File: src/hw/rtl/gdbd_pkg.sv
// Shared types, constants and calendar tables for the Gregorian day counter.
// No dependencies; imported by gdbd_div100 and gregorian_days_between_dates_unit.
package gdbd_pkg;

   localparam int DAY_W   = 5;
   localparam int MONTH_W = 4;
   localparam int YEAR_W  = 14;
   localparam int COUNT_W = 22;
   // Day ordinal from 1 January of year 0; the largest 14-bit year stays below 2**23
   localparam int ORD_W   = 23;

   // Divide by 100 through a reciprocal that never overestimates the quotient
   localparam int DIV_RECIP   = 5242;
   localparam int DIV_SHIFT   = 19;
   localparam int DIV_PROD_W  = YEAR_W + 13;
   localparam int QUOT_W      = 8;
   localparam int REM_W       = 7;
   localparam int DIVISOR     = 100;

   localparam logic [COUNT_W-1:0] COUNT_MAX = '1;
   localparam logic [ORD_W-1:0]   DAYS_PER_YEAR = ORD_W'(365);
   localparam logic [MONTH_W-1:0] FEBRUARY = MONTH_W'(2);

   typedef struct packed {
      logic [QUOT_W-1:0] quot;
      logic [REM_W-1:0]  rem;
   } div100_res_type;

   // Days before the first of the month in a common year; zero for unusable months
   function automatic logic [8:0] month_start(input logic [MONTH_W-1:0] m);
      logic [8:0] days;
      unique case (m)
         4'd1:    days = 9'd0;
         4'd2:    days = 9'd31;
         4'd3:    days = 9'd59;
         4'd4:    days = 9'd90;
         4'd5:    days = 9'd120;
         4'd6:    days = 9'd151;
         4'd7:    days = 9'd181;
         4'd8:    days = 9'd212;
         4'd9:    days = 9'd243;
         4'd10:   days = 9'd273;
         4'd11:   days = 9'd304;
         4'd12:   days = 9'd334;
         default: days = 9'd0;
      endcase
      return days;
   endfunction

   // Month length; zero for months outside January to December
   function automatic logic [DAY_W-1:0] month_len(input logic [MONTH_W-1:0] m,
                                                  input logic leap);
      logic [DAY_W-1:0] len;
      unique case (m)
         4'd1, 4'd3, 4'd5, 4'd7, 4'd8, 4'd10, 4'd12: len = 5'd31;
         4'd4, 4'd6, 4'd9, 4'd11:                     len = 5'd30;
         4'd2:                                        len = leap ? 5'd29 : 5'd28;
         default:                                     len = 5'd0;
      endcase
      return len;
   endfunction

endpackage

File: src/hw/rtl/gregorian_days_between_dates_unit.sv
// Top level of the Gregorian day counter: sequencer, ordinal accumulator, output register.
// Depends on gdbd_pkg and gdbd_div100.
//
//   channel   ports                          direction   handshake
//   request   req_valid/req_ready, req_*     in          valid/ready
//   response  rsp_valid/rsp_ready, rsp_*     out         valid/ready
//   config    csr_write_en, csr_write_data   in          write strobe
//
// A transaction runs through YEAR_DIV, YEAR_WAIT, LEAP, MONTH and YTERM for each date,
// then DONE; the divide-by-100 unit is used twice per date, each time through its two registers.
// The next request is taken once the sequencer is back in idle, while a response may
// still wait in the output register; a stalled response holds the sequencer at its end.
// Synchronous reset clears the sequencer, the response valid and include_end_day.
module gregorian_days_between_dates_unit #(
   parameter int unsigned MAX_YEAR = 9999
) (
   input  logic                         clock,
   input  logic                         reset,
   input  logic                         req_valid,
   output logic                         req_ready,
   input  logic [gdbd_pkg::DAY_W-1:0]   req_start_day,
   input  logic [gdbd_pkg::MONTH_W-1:0] req_start_month,
   input  logic [gdbd_pkg::YEAR_W-1:0]  req_start_year,
   input  logic [gdbd_pkg::DAY_W-1:0]   req_end_day,
   input  logic [gdbd_pkg::MONTH_W-1:0] req_end_month,
   input  logic [gdbd_pkg::YEAR_W-1:0]  req_end_year,
   output logic                         rsp_valid,
   input  logic                         rsp_ready,
   output logic [gdbd_pkg::COUNT_W-1:0] rsp_day_count,
   output logic                         rsp_bad_date,
   input  logic                         csr_write_en,
   input  logic                         csr_write_data
);
   import gdbd_pkg::*;

   typedef enum logic [2:0] {
      S_IDLE,
      S_YEAR_DIV,
      S_YEAR_WAIT,
      S_LEAP,
      S_MONTH,
      S_YTERM,
      S_DONE
   } state_type;

   state_type state_ff;
   logic sel_ff;
   logic inc_ff;
   logic bad_ff, bad_in;
   logic leap_ff, leap_in;
   logic [ORD_W-1:0] acc_ff, a_ff;
   logic [DAY_W-1:0] sd_ff, ed_ff;
   logic [MONTH_W-1:0] sm_ff, em_ff;
   logic [YEAR_W-1:0] sy_ff, ey_ff;
   logic rsp_valid_ff;
   logic [COUNT_W-1:0] rsp_count_ff, rsp_count_in;
   logic rsp_bad_ff;

   logic [DAY_W-1:0] cur_d;
   logic [MONTH_W-1:0] cur_m;
   logic [YEAR_W-1:0] cur_y, prev_y;
   logic [YEAR_W-1:0] div_op;
   div100_res_type div_res;
   logic [11:0] year_term;
   logic [ORD_W-1:0] month_term;
   logic [ORD_W:0] diff;
   logic out_free;

   // Select the date under work
   always_comb begin
      cur_d  = sel_ff ? ed_ff : sd_ff;
      cur_m  = sel_ff ? em_ff : sm_ff;
      cur_y  = sel_ff ? ey_ff : sy_ff;
      prev_y = cur_y - YEAR_W'(1);
      div_op = (state_ff == S_LEAP) ? prev_y : cur_y;
   end

   gdbd_div100 u_div100 (
      .clock   (clock),
      .operand (div_op),
      .result  (div_res)
   );

   // Leap year and date check from the quotient of the year itself
   always_comb begin
      leap_in = ((cur_y[1:0] == 2'd0) && (div_res.rem != REM_W'(0))) ||
                ((div_res.rem == REM_W'(0)) && (div_res.quot[1:0] == 2'd0));
      bad_in  = bad_ff ||
                ({2'b00, cur_y} > 16'(MAX_YEAR)) ||
                (cur_d == DAY_W'(0)) ||
                (cur_d > month_len(cur_m, leap_in));
   end

   // Leap days of earlier years, from the quotient of the year before
   always_comb begin
      year_term  = 12'(prev_y >> 2) - 12'(div_res.quot) + 12'(div_res.quot >> 2) + 12'd1;
      month_term = ORD_W'(month_start(cur_m)) + ORD_W'(cur_d) +
                   ORD_W'((cur_m > FEBRUARY) && leap_ff);
   end

   // Form the response from the two ordinals
   always_comb begin
      diff = (acc_ff > a_ff) ? {1'b0, acc_ff - a_ff} : '0;
      diff = diff + (ORD_W + 1)'(inc_ff);
      if (bad_ff) begin
         rsp_count_in = '0;
      end else if (diff > (ORD_W + 1)'(COUNT_MAX)) begin
         rsp_count_in = COUNT_MAX;
      end else begin
         rsp_count_in = COUNT_W'(diff);
      end
   end

   assign out_free  = !rsp_valid_ff || rsp_ready;
   assign req_ready = (state_ff == S_IDLE);

   // Hold the include-end-day flag
   always_ff @(posedge clock) begin
      if (reset) begin
         inc_ff <= 1'b0;
      end else if (csr_write_en) begin
         inc_ff <= csr_write_data;
      end
   end

   // Sequencer, accumulator and response register
   always_ff @(posedge clock) begin
      if (reset) begin
         state_ff     <= S_IDLE;
         sel_ff       <= 1'b0;
         rsp_valid_ff <= 1'b0;
      end else begin
         // Drop a taken response unless a new one is loaded in its place
         if (rsp_valid_ff && rsp_ready && (state_ff != S_DONE)) begin
            rsp_valid_ff <= 1'b0;
         end
         unique case (state_ff)
            S_IDLE: begin
               if (req_valid) begin
                  sd_ff    <= req_start_day;
                  sm_ff    <= req_start_month;
                  sy_ff    <= req_start_year;
                  ed_ff    <= req_end_day;
                  em_ff    <= req_end_month;
                  ey_ff    <= req_end_year;
                  sel_ff   <= 1'b0;
                  bad_ff   <= 1'b0;
                  state_ff <= S_YEAR_DIV;
               end
            end
            S_YEAR_DIV: state_ff <= S_YEAR_WAIT;
            S_YEAR_WAIT: state_ff <= S_LEAP;
            S_LEAP: begin
               leap_ff  <= leap_in;
               bad_ff   <= bad_in;
               acc_ff   <= ORD_W'(cur_y) * DAYS_PER_YEAR;
               state_ff <= S_MONTH;
            end
            S_MONTH: begin
               acc_ff   <= acc_ff + month_term;
               state_ff <= S_YTERM;
            end
            S_YTERM: begin
               if (cur_y != YEAR_W'(0)) begin
                  acc_ff <= acc_ff + ORD_W'(year_term);
               end
               if (!sel_ff) begin
                  a_ff     <= (cur_y != YEAR_W'(0)) ? acc_ff + ORD_W'(year_term) : acc_ff;
                  sel_ff   <= 1'b1;
                  state_ff <= S_YEAR_DIV;
               end else begin
                  state_ff <= S_DONE;
               end
            end
            S_DONE: begin
               if (out_free) begin
                  rsp_count_ff <= rsp_count_in;
                  rsp_bad_ff   <= bad_ff;
                  rsp_valid_ff <= 1'b1;
                  state_ff     <= S_IDLE;
               end
            end
            default: state_ff <= S_IDLE;
         endcase
      end
   end

   assign rsp_valid     = rsp_valid_ff;
   assign rsp_day_count = rsp_count_ff;
   assign rsp_bad_date  = rsp_bad_ff;

   // Accepted transaction starts the year division
   a_start: assert property (@(posedge clock) disable iff (reset)
      req_valid && req_ready |=> state_ff == S_YEAR_DIV)
      else $error("sequencer did not start after acceptance");

   // Remainder from the shared divider is below the divisor when used
   a_rem: assert property (@(posedge clock) disable iff (reset)
      state_ff == S_LEAP || state_ff == S_YTERM |-> div_res.rem < REM_W'(DIVISOR))
      else $error("divide-by-100 remainder out of range");

   // A bad date never carries a count
   a_bad: assert property (@(posedge clock) disable iff (reset)
      rsp_valid_ff && rsp_bad_ff |-> rsp_count_ff == '0)
      else $error("bad date response with nonzero count");

   // Both dates are done before the response is formed
   a_done: assert property (@(posedge clock) disable iff (reset)
      state_ff == S_DONE |-> sel_ff)
      else $error("response formed before end date");

endmodule

File: src/hw/rtl/gdbd_div100.sv
// Shared two-stage divide-by-100 unit: reciprocal multiply, then one correction step.
// Depends on gdbd_pkg. The result is registered behind the estimate and operand registers.
module gdbd_div100 (
   input  logic                        clock,
   input  logic [gdbd_pkg::YEAR_W-1:0] operand,
   output gdbd_pkg::div100_res_type    result
);
   import gdbd_pkg::*;

   logic [QUOT_W-1:0] qest_ff, qest_in;
   logic [YEAR_W-1:0] op_ff;
   logic [DIV_PROD_W-1:0] prod;
   logic [YEAR_W-1:0] rest;
   div100_res_type res_ff, res_in;

   // Estimate the quotient: floor or one below
   always_comb begin
      prod    = DIV_PROD_W'(operand) * DIV_PROD_W'(DIV_RECIP);
      qest_in = QUOT_W'(prod >> DIV_SHIFT);
   end

   // Correct the estimate with one compare and subtract
   always_comb begin
      rest = op_ff - YEAR_W'(qest_ff) * YEAR_W'(DIVISOR);
      if (rest >= YEAR_W'(DIVISOR)) begin
         res_in.quot = qest_ff + QUOT_W'(1);
         res_in.rem  = REM_W'(rest - YEAR_W'(DIVISOR));
      end else begin
         res_in.quot = qest_ff;
         res_in.rem  = REM_W'(rest);
      end
   end

   always_ff @(posedge clock) begin
      qest_ff <= qest_in;
      op_ff   <= operand;
      res_ff  <= res_in;
   end

   assign result = res_ff;

endmodule
File: config.mk
export PLATFORM = sky130hd
export DESIGN_NAME = gregorian_days_between_dates_unit
export DESIGN_NICKNAME = d
export VERILOG_FILES = /design/src/hw/rtl/gdbd_pkg.sv /design/src/hw/rtl/gregorian_days_between_dates_unit.sv /design/src/hw/rtl/gdbd_div100.sv
export SDC_FILE = /design/constraint.sdc
export NUM_CORES = 1
export LEC_CHECK = 0
export BUFFER_PORTS_ARGS = -buffer_cell sky130_fd_sc_hd__buf_2
export CAP_MARGIN = 20
export CORE_MARGIN = 10
export CORE_UTILIZATION = 30
export CTS_BUF_LIST = sky130_fd_sc_hd__clkbuf_8 sky130_fd_sc_hd__clkbuf_16
export DETAILED_ROUTE_END_ITERATION = 6
export HOLD_SLACK_MARGIN = 0.02
export SYNTH_ARGS = -nofsm -noshare
export SYNTH_HDL_FRONTEND = slang
export SYNTH_SLANG_ARGS = --single-unit
export TNS_END_PERCENT = 100
File: constraint.sdc
create_clock -name clock -period 6.7 [get_ports clock]
set_input_delay 1.34 -clock clock [delete_from_list [all_inputs] [get_ports clock]]
set_output_delay 1.34 -clock clock [all_outputs]
set_load 0.02 [all_outputs]
# After elaboration in Yosys (flattened, before gate mapping)
# Memory sizes are Yosys's and may differ from the RTL's.
# Index checks and enable logic that the tools add are counted.
[word_totals]
regBits = 160
latch_bits = 0
ram_bits = 0
romBits = 144
in_bits = 52
mem_count = 1
[classes]
n_addsub = 13
n_mul = 3
n_div = 0
order_cmp = 6
n_eq_ne = 21
n_shift = 0
n_mux = 21
n_bitwise = 2
n_reduce_logical = 31
[memory_table]
columns = ["name", "depth", "width", "read_ports", "rd_clocked_by_memory_dff", "write_ports", "line_no", "source"]
rows = [
  ["(name not given)", 16, 9, 1, 0, 0, "gdbd_pkg.sv:32", "unique case (m)"],
]
[ops]
columns = ["cell", "count"]
rows = [
  ["23-bit case mux with 3 select lines", 1],
  ["23-bit 2-to-1 mux", 2],
  ["14-bit 2-to-1 mux", 2],
  ["14-bit by 12-bit multiplier with 26-bit output (second input constant)", 1],
  ["23-bit by 1-bit adder with 24-bit output", 1],
  ["24-bit by 22-bit > comparator with 1-bit output (second input constant)", 1],
  ["23-bit by 11-bit adder with 23-bit output", 1],
  ["23-bit by 12-bit adder with 23-bit output", 1],
  ["23-bit > comparator", 1],
  ["14-bit by 9-bit multiplier with 23-bit output (second input constant)", 1],
  ["23-bit subtractor", 1],
  ["22-bit 2-to-1 mux", 1],
  ["3-bit case mux with 7 select lines", 1],
  ["4-bit equality test (second input constant)", 5],
  ["4-bit by 3-bit equality test with 1-bit output (second input constant)", 4],
  ["15-bit 2-to-1 mux", 1],
  ["5-bit case mux with 3 select lines", 1],
  ["14-bit by 7-bit greater-or-equal comparator with 1-bit output (second input constant)", 1],
  ["14-bit > comparator (second input constant)", 1],
  ["14-bit nonzero test", 1],
  ["14-bit by 1-bit subtractor with 14-bit output (second input constant)", 1],
  ["14-bit subtractor", 1],
  ["12-bit by 1-bit adder with 12-bit output (second input constant)", 1],
  ["12-bit by 6-bit adder with 12-bit output", 1],
  ["other kinds (35)", 64],
]

# Logic depth before layout (Yosys ltp)
# Gate-level depths: netlist of run 1.
[logic_depth]
ltp_word = 9
ltp_mapped = 30
ltp_nobuf = 28

# Modules after synthesis
# From an unflattened synthesis of run 1, not the netlist that was laid out.
[hier_totals]
hier_cells = 1788
area_unflattened_um2 = 17277.8
[modules_own_cells]
columns = ["mod", "instances", "cells_each", "area_each_um2", "seq_area_each_um2"]
rows = [
  ["gregorian_days_between_dates_unit", 1, 1294, 12298.0, 3633.5],
  ["gdbd_div100", 1, 494, 4979.8, 740.7],
]

# Worst setup path after synthesis of run 1
# No wires, ideal clock.
[synth_path]
path_kind = "reg-to-reg"
startpoint = "reg sel_ff"
endpoint = "reg u_div100.qest_ff[7]"
setup_time_ps = 120
arrival_ps = 7016
setup_slack_ps = -437
stages_incl_launch_ff = 29
n_path_buf = 2
synth_period_minus_slack_ps = 7137
cell_sequence = "dfxtp_1 clkbuf_1 buf_2 mux2i_1 and3_1 nand2_1 nor3_1 nand3_1 nor3_2 nand3_1 xnor2_1 inv_1 fa_1 inv_1 ha_1 fa_1 inv_1 fa_1 fa_1 inv_1 ha_1 or3_1 a221oi_1 o21ai_0 a31oi_1 o21ai_0 nor4_1 nor3_1 xnor2_1"
[synth_between]
elab_chain_cells = 4
[synth_rtl]
columns = ["element", "line_no", "source"]
rows = [
  ["start: declaration", "gregorian_days_between_dates_unit.sv:47", "logic sel_ff;"],
  ["start signal: assignment", "gregorian_days_between_dates_unit.sv:130", "sel_ff <= 1'b0;"],
  ["start signal: assignment", "gregorian_days_between_dates_unit.sv:146", "sel_ff <= 1'b0;"],
  ["start signal: assignment", "gregorian_days_between_dates_unit.sv:169", "sel_ff <= 1'b1;"],
  ["14-bit 2-to-1 mux (*)", "gregorian_days_between_dates_unit.sv:73", "cur_y = sel_ff ? ey_ff : sy_ff;"],
  ["14-bit by 1-bit subtractor with 14-bit output", "gregorian_days_between_dates_unit.sv:74", "prev_y = cur_y - YEAR_W'(1);"],
  ["14-bit 2-to-1 mux (*)", "gregorian_days_between_dates_unit.sv:75", "div_op = (state_ff == S_LEAP) ? prev_y : cur_y;"],
  ["net div_op[13]", "gregorian_days_between_dates_unit.sv:62", "logic [YEAR_W-1:0] div_op;"],
  ["14-bit by 12-bit multiplier with 26-bit output (*)", "gdbd_div100.sv:18", "prod = DIV_PROD_W'(operand) * DIV_PROD_W'(DIV_RECIP);"],
  ["net u_div100.prod[26]", "gdbd_div100.sv:12", "logic [DIV_PROD_W-1:0] prod;"],
  ["end signal: assignment", "gdbd_div100.sv:35", "qest_ff <= qest_in;"],
  ["end: declaration", "gdbd_div100.sv:10", "logic [QUOT_W-1:0] qest_ff, qest_in;"],
]
# The timed path passes the listed nets; every way through them passes the cells marked *.
# A chain may end at the register's enable or synchronous reset.

# Worst setup path after layout of run 1
[layout_path]
startpoint = "reg sel_ff"
endpoint = "reg u_div100.qest_ff[7]"
[layout_between]
elab_chain_cells = 4
[layout_rtl]
columns = ["element", "line_no"]
rows = [
  ["14-bit 2-to-1 mux (*)", "gregorian_days_between_dates_unit.sv:73"],
  ["14-bit by 1-bit subtractor with 14-bit output", "gregorian_days_between_dates_unit.sv:74"],
  ["14-bit 2-to-1 mux (*)", "gregorian_days_between_dates_unit.sv:75"],
  ["14-bit by 12-bit multiplier with 26-bit output (*)", "gdbd_div100.sv:18"],
  ["net u_div100.prod[26]", "gdbd_div100.sv:12"],
]
# Marked as above.

==> results of run 1 <==
cells by family after synthesis:
group	count (synthesis)
muxes	35
buffers and inverters	366
DFF	160
adders and majority gates	371
and+or+nand+nor	428
AOI/OAI and AO/OA	358
xor gates and xnor gates	148
worst max-delay path, delay by kind of cell (launching register included):
| kind | cells | cell delay, ns |
|---|---|---|
| xor+xnor | 2 | 0.30 |
| simple gates | 9 | 1.72 |
| compound gates | 4 | 0.78 |
| fa+ha+maj | 6 | 2.53 |
| mux | 1 | 0.28 |
| buf+inv | 4 | 0.28 |
| flops | 1 | 0.44 |
final timing paths:
| check | start | endpoint | cells past startpoint |
|---|---|---|---|
| setup / recovery | sel_ff$_SDFFE_PP0P_ | u_div100.qest_ff[7]$_DFF_P_ | 26 |
| hold reg to reg | u_div100.op_ff[1]$_DFF_P_ | u_div100.result[1]$_DFF_P_ | 0 |
| setup reg to reg | sel_ff$_SDFFE_PP0P_ | u_div100.qest_ff[7]$_DFF_P_ | 26 |
| hold / removal | u_div100.op_ff[1]$_DFF_P_ | u_div100.result[1]$_DFF_P_ | 0 |
routing by layer:
| metal | global-route usage [%] | vias to the layer above | part of all wire [%] |
|---|---|---|---|
| li1 | - | 6576 | - |
| met1 | 15.6 | 6359 | 45 |
| met2 | 20.3 | 282 | 48 |
| met3 | 2.06 | 44 | 4.7 |
| met4 | 4.45 | 0 | 2.6 |
| met5 | 0 | - | 0 |
report_power, final:
| group | internal, mW | switching, mW |
|---|---|---|
| Sequential | 1.31 | 0.0915 |
| Clock | 0.495 | 0.480 |
| Combinational | 2.54 | 3.23 |
| Total | 4.34 | 3.80 |
cells in the mapped netlist, drive strengths merged, types with 3 or more instances:
cell,count,share of area (%)
nand3b,4,0.17
nand3,38,1.1
nor2,100,2.2
a21boi,11,0.47
ha,260,19
a211oi,17,0.76
mux2i,30,1.7
nand4,15,0.54
or3,14,0.53
o21ai,67,2.0
or2,11,0.41
nor3,38,1.1
a21oi,131,4.2
nor3b,7,0.30
edfxtp,117,20
nand2,120,2.6
and2,9,0.32
and3b,4,0.20
o211ai,10,0.43
xnor2,102,5.1
a21o,37,1.6
o311ai,3,0.19
nor2b,13,0.47
o21a,15,0.65
dfxtp,43,4.9
and4,4,0.23
xor2,46,2.3
buf,12,0.40
and3,10,0.36
clkbuf,28,0.60
o31ai,6,0.37
nand2b,17,0.61
o22ai,3,0.11
fa,111,13
inv,326,7.0
mux2,5,0.32
a31oi,18,0.68
o21bai,11,0.47
or4,3,0.13
nor4,9,0.32
flip-flops by register name, indices dropped and copies added (netlist names), 5 cells and up:
| register | count |
|---|---|
| a_ff | 23 |
| acc_ff | 23 |
| rsp_day_count | 22 |
| u_div100.result | 15 |
| ey_ff | 14 |
| sy_ff | 14 |
| u_div100.op_ff | 14 |
| u_div100.qest_ff | 8 |
| ed_ff | 5 |
| sd_ff | 5 |
cells in the final DEF, fill, tap and decap left out, types with 13 or more instances in the layout:
cell and count:
nand2_1 120, xor2_1 46, buf_2 76, ha_1 260, nand4_1 15, nand3_1 35
buf_4 57, o21a_1 15, clkbuf_16 17, a21o_1 37, xnor2_1 97, a21oi_2 22
dfxtp_1 42, a31oi_1 16, edfxtp_1 117, mux2i_1 25, o21ai_0 59, a211oi_1 16
nor2_1 98, a21oi_1 109, nand2b_1 17, inv_1 326, nor2b_1 13, nor3_1 36
fa_1 111, or3_1 13
final cells by class:
| type | count | area [µm²] |
|---|---|---|
| Inverter | 326 | 1220 |
| Fill cell | 5801 | 37800 |
| Sequential cell | 160 | 4380 |
| Multi-Input combinational cell | 1340 | 11800 |
| Tap cell | 765 | 957 |
| Clock inverter | 15 | 146 |
| Timing Repair Buffer | 134 | 820 |
| Clock buffer | 17 | 425 |
timing repair:
item | CTS | global route
endpoints found under the setup margin | 2 | 6
pin swaps | 2 | 8
resized for setup | 2 | 18
gates cloned | 0 | 0
setup buffers | 0 | 6
==> flow_summary.yaml, run 1 <==
run_status:
  status: "completed"
setup_path:
  worst_setup_path_end_kind: "register"
  cp.arrival_ns: 6.80
  start_kind: "register"
  worst_path_max_delay_cell: "fa_1"
  path_max_fanout: 7
  cpMostUsedCell: "fa_1"
  criticalPathCategory: "register to register"
  required_ns: 7.05
  max_stage_delay_ns: 0.55
  regToRegSetupSlack_ns: 0.25
place:
  dp.cells: 2719
  gp_congestion: 0.876
  pre_cts_ws_ns: -0.0352
  dp_hpwl_um: 35000
  port_buffers: 76
  dpl_cell_area_um2: 19000
synth:
  synth_top_family_by_area: "adder cells"
  syn-instance-count: 1866
  syn-cell-area_um2: 17400
  ys_warn_count: 0
  synth-seq-area-share_pct: 25.1
  synth_fp_nets: 2289
  synth_compound_area_share_pct: 13.6
  synth_edf_count: 117
  syn-mean-instance-area_um2: 9.34
  synthFlopType: "edfxtp_1"
  synthAdderAreaFrac_pct: 31.4
  ys_async_sr_fraction_pct: 0
  yosys-mux-area-fraction_pct: 2.05
  synthSimpleGateAreaFrac_pct: 12.4
  synth_xor_area_share_pct: 7.44
  synth_cell_type_count: 92
  ys_ff_latch: 160
grt:
  antenna_found_initial: 0
  grt_pass1_wl_um: 66600
  grt_usage_pct: 12.2
  grt_overflow_total: 0
  grt_max_degree: 48
  grt_pass1_vias: 13100
power_and_ir_drop:
  total_power_mw: 8.14
  p_leak_nw: 9.03
  p_per_area_nw_per_um2: 412
  vdd_drop_max_mv: 0.399
timing:
  worstMarginPinSlew_ns: 1.07
  finalSetupViolCount: 0
  fin_crit_ns: 6.45
  period_share_pct: 96.3
  slew_headroom_pct: 28.6
  setup_tns_ns: 0
  hold_viol_final: 0
  fin_worst_skew_ns: 0.0166
  timing.final.ws_setup_ns: 0.247
  timing.fmax_mhz: 155
  final_max_slew_viol_count: 0
  holdWs_ns: 0.350
finish:
  instances_no_fill: 2757
  drive_gt1_share_pct: 12.3
  diodes: 0
  final_cell_area_um2: 19800
  nets: 2402
  utilization_pct: 34.3
  syn_to_final_growth_pct: 13.4
detailed_routing:
  vias: 13300
  antenna_left: 0
  dr.pass1.iters: 5
  wirelength_um: 41600
  drt_iter0_drc: 741
  viasPerCell: 4.81
  routedWlPerCell_um: 15.1
  drc: 0
clocking:
  hold_buffers: 0
  cts.htree.levels: 4
  tritoncts: "done"
  clk_latency_ns: 0.47
  clk_pin_slew_ns: 0.07
  ctsRootBufferMaster: "clkbuf_16"
  cts.sinks: 160
  cts_inserted_buffers: 17
  cts_buffer_depth: 2
die:
  die_x_um: 261
  num_rows: 88
  die_area_um2: 68100
  initial_core_util_pct: 30.3
  die_h_um: 261
  coreArea_um2: 57600
  ios: 77
job:
  drv_cap: 0
min_path:
  worstHoldPathType: "register to register"
Note: power is estimated with default switching activity, not from simulation.
==> run 2, diff against run 1 <==
- CAP_MARGIN: 20 -> 10
- MAX_ROUTING_LAYER: not set -> met4
==> run 2 against run 1 <==
  * The flow now stops in detailed routing
  * Synthesized cell count is the same
  * Synthesized area is the same
  * Global-route usage grew 0.38 points
==> flow_summary.yaml, run 2 <==
synth:
  syn-instance-count: 1866
  synth_edf_count: 117
  ys_top_cells_by_count: "inv_1, ha_1, nand2_1"
  syn-cell-area_um2: 17400
  synth.area.top_cells: "edfxtp_1, ha_1, fa_1"
  synthFlopType: "edfxtp_1"
  ys_warn_count: 0
  ys_ff_latch: 160
  synth.most_common_cell: "inv_1"
  synth-seq-area-share_pct: 25.1
  syn-mean-instance-area_um2: 9.34
  ys_async_sr_fraction_pct: 0
  synth_top_area_share_pct: 20.2
  synth_largest_area_cell: "edfxtp_1"
  synth_fp_nets: 2289
  synth_cell_type_count: 92
die:
  initial_core_util_pct: 30.3
  num_rows: 88
  die_x_um: 261
  ios: 77
  die_h_um: 261
clocking:
  cts_inserted_buffers: 17
  cts.sinks: 160
  cts_buffer_depth: 2
  ctsRootBufferMaster: "clkbuf_16"
  cts.htree.levels: 4
grt:
  grt_overflow_total: 0
  grt_usage_pct: 12.5
  grt_pass1_wl_um: 66500
  antenna_found_initial: 0
  grt_max_degree: 48
  grt_pass1_vias: 13100
run_status:
  error: "[ERROR DRT-0255] Maze Route cannot find path of net clock in worker of routeBox ( 241500 48300 ) ( 260980 96600 )."
  stop_stage: "detailed routing"
  status: "did not finish"
place:
  pre_cts_ws_ns: -0.176
  dp_hpwl_um: 35100
  port_buffers: 76
  gp_congestion: 0.881
timing:
  worstEpCategory: "sequential cell input"
  postGrtWorstEndpoint: "u_div100.qest_ff[7]$_DFF_P_/D"
-- run 2: cell counts after synthesis --
Identical to the previous run, type by type.
-- run 2: per-stage QoR --
stage | std cells | hold slack (ns) | util (%) | cell area [µm²] | TNS [ns]
global route | 2754 | 0.351 | 34.3 | 19700 | -0.0188
CTS | 2750 | 0.347 | 34.0 | 19600 | 0
detailed placement | 2718 | 0.338 | 33.0 | 19000 | -0.301
global placement | 2718 | 0.338 | 33.0 | 19000 | 0
floorplan | 1866 | 0.331 | - | 17500 | 0
-- run 2: what timing repair did --
item                                    4_1_cts  5_1_grt
hold buffers                                  0        0
endpoints found under the setup margin        3        9
setup buffers                                 0        4
resized for setup                             3       26
pin swaps                                     0       12
-- run 2: kinds of logic after synthesis --
kind of cell | Yosys count | share of synthesized area (%)
buf+inv | 366 | 8.03
fa+ha+maj | 371 | 31.4
compound gates | 358 | 13.6
xor+xnor | 148 | 7.44
mux | 35 | 2.05
flops | 160 | 25.1
simple gates | 428 | 12.4
-- run 2: routing by layer --
metal and track usage [%]:
met1 15.7, met5 -, met4 4.64, met2 20.1, met3 2.10
==> run 3, diff against run 2 <==
- CORE_UTILIZATION: 30 -> 20
- CTS_BUF_LIST: sky130_fd_sc_hd__clkbuf_8 sky130_fd_sc_hd__clkbuf_16 -> not set
- HOLD_SLACK_MARGIN: 0.02 -> not set
- MAX_ROUTING_LAYER: met4 -> not set
- PLACE_DENSITY_LB_ADDON: not set -> 0.15
- clock period: 6.7 -> 8.7 ns (I/O delays scaled with it)
==> run 3 against run 2 <==
  * The flow now finishes without violations
  * Global-route usage down 2.9 points
==> flow_summary.yaml, run 3 (synthesis results as in run 1) <==
timing:
  final_max_slew_viol_count: 0
  setup_tns_ns: 0
  worstMarginPinSlew_ns: 1.13
  fin_worst_skew_ns: 0.0126
  finalSetupViolCount: 0
  rsz0062_at_grt: "no"
  period_share_pct: 90.8
  slew_headroom_pct: 24.9
  timing.fmax_mhz: 127
  fin_crit_ns: 7.90
  hold_viol_final: 0
clocking:
  tritoncts: "done"
  cts-resized-gates: 0
  clk_pin_slew_ns: 0.07
  cts.sinks: 160
  cts.htree.levels: 4
  ctsRootBufferMaster: "clkbuf_16"
  clk_latency_ns: 0.50
  cts_buffer_depth: 2
  hold_buffers: 0
  cts_inserted_buffers: 17
  post_cts_buffers: 0
detailed_routing:
  vias: 12700
  wirelength_um: 47400
  drc: 0
  dr.pass1.iters: 4
  routedWlPerCell_um: 15.3
  viasPerCell: 4.08
  antenna_left: 0
  drt_iter0_drc: 563
finish:
  nets: 2359
  layout.cells.most_common: "inv_1"
  diodes: 0
  drive_gt1_share_pct: 9.29
  layout_common_cells: "inv_1, ha_1, nand2_1, edfxtp_1, fa_1"
  fillers: 9428
  final_cell_area_um2: 19800
  syn_to_final_growth_pct: 13.5
setup_path:
  required_ns: 9.08
  cp.arrival_ns: 8.29
  start_kind: "register"
  regToRegSetupSlack_ns: 0.80
  criticalPathCategory: "register to register"
  worst_setup_path_end_kind: "register"
  path_max_fanout: 17
place:
  dp_hpwl_um: 40600
  dpl_cell_area_um2: 19200
  gp_congestion: 0.786
  port_buffers: 76
die:
  die_h_um: 315
  die_x_um: 315
  die_area_um2: 99300
  initial_core_util_pct: 20.1
  coreArea_um2: 86600
  num_rows: 108
  ios: 77
power_and_ir_drop:
  p_leak_nw: 8.73
  p_per_area_nw_per_um2: 315
  vdd_drop_max_mv: 0.267
grt:
  grt_pass1_vias: 13100
  antenna_found_initial: 0
  grt_max_degree: 48
  grt_usage_pct: 9.68
  grt_pass1_wl_um: 74200
  grt_overflow_total: 0
run_status:
  status: "completed"
min_path:
  worstHoldPathType: "register to register"
job:
  drv_cap: 0
==> run 3: through the flow <==
stage | util (%) | power, mW | hold slack, ns | setup slack [ns] | cells
6_report | 22.8 | 6.22 | 0.352 | 0.797 | 3104
5_1_grt | 22.8 | 6.99 | 0.363 | 0.0581 | 3104
4_1_cts | 22.8 | 6.34 | 0.352 | 0.432 | 3104
3_5_place_dp | 22.2 | 5.55 | 0.338 | 0.492 | 3072
3_3_place_gp | 22.2 | 5.53 | 0.339 | 0.741 | 3072
2_1_floorplan | - | 4.51 | 0.331 | 1.56 | 1866
==> run 3: where the power goes <==
part / internal [mW] / switching (mW)
logic: 1.90 / 2.50
clock network: 0.368 / 0.368
registers: 1.01 / 0.0787
total: 3.28 / 2.94
==> run 3: cell type report <==
| cell class | instances | area [µm²] | area share, % |
|---|---|---|---|
| clock buffers | 19 | 433 | 2.19 |
| repair buffers | 91 | 493 | 2.49 |
| well taps | 1155 | 1450 | 7.31 |
| clock inverters | 13 | 103 | 0.519 |
| flip-flops and latches | 160 | 4380 | 22.1 |
| inverters | 326 | 1220 | 6.19 |
| multi-input cells | 1340 | 11700 | 59.2 |
==> run 3: layer usage <==
layer / part of all wire, % / track usage (%)
met1: 48 / 12.5
met2: 47 / 16.0
met3: 2.5 / 1.43
met4: 2.6 / 3.95
met5: 0 / 0
==> run 3: worst paths after layout <==
path / from / endpoint / cells past startpoint
setup reg to reg: sel_ff$_SDFFE_PP0P_ / u_div100.qest_ff[7]$_DFF_P_ / 26
hold / removal: u_div100.op_ff[0]$_DFF_P_ / u_div100.result[0]$_DFF_P_ / 0
setup / recovery: sel_ff$_SDFFE_PP0P_ / u_div100.qest_ff[7]$_DFF_P_ / 26
hold reg to reg: u_div100.op_ff[0]$_DFF_P_ / u_div100.result[0]$_DFF_P_ / 0
==> run 3: worst max-delay path, cell delays in order, from the launching register on <==
cell      delay [ns]
dfxtp_2         0.61
mux2i_1         0.55
ha_1            0.33
o21ai_0         0.27
nor2_1          0.26
nand3_1         0.17
nor2_1          0.13
nand4_1         0.15
xnor2_2         0.38
inv_1           0.21
fa_1            0.53
inv_1           0.05
ha_1            0.30
fa_1            0.49
inv_1           0.06
fa_1            0.50
fa_1            0.55
inv_1           0.04
ha_1            0.19
or3_1           0.34
a221oi_1        0.28
o21ai_0         0.23
a31oi_1         0.42
o21ai_0         0.27
nor4_1          0.23
nor3_1          0.11
xnor2_1         0.13
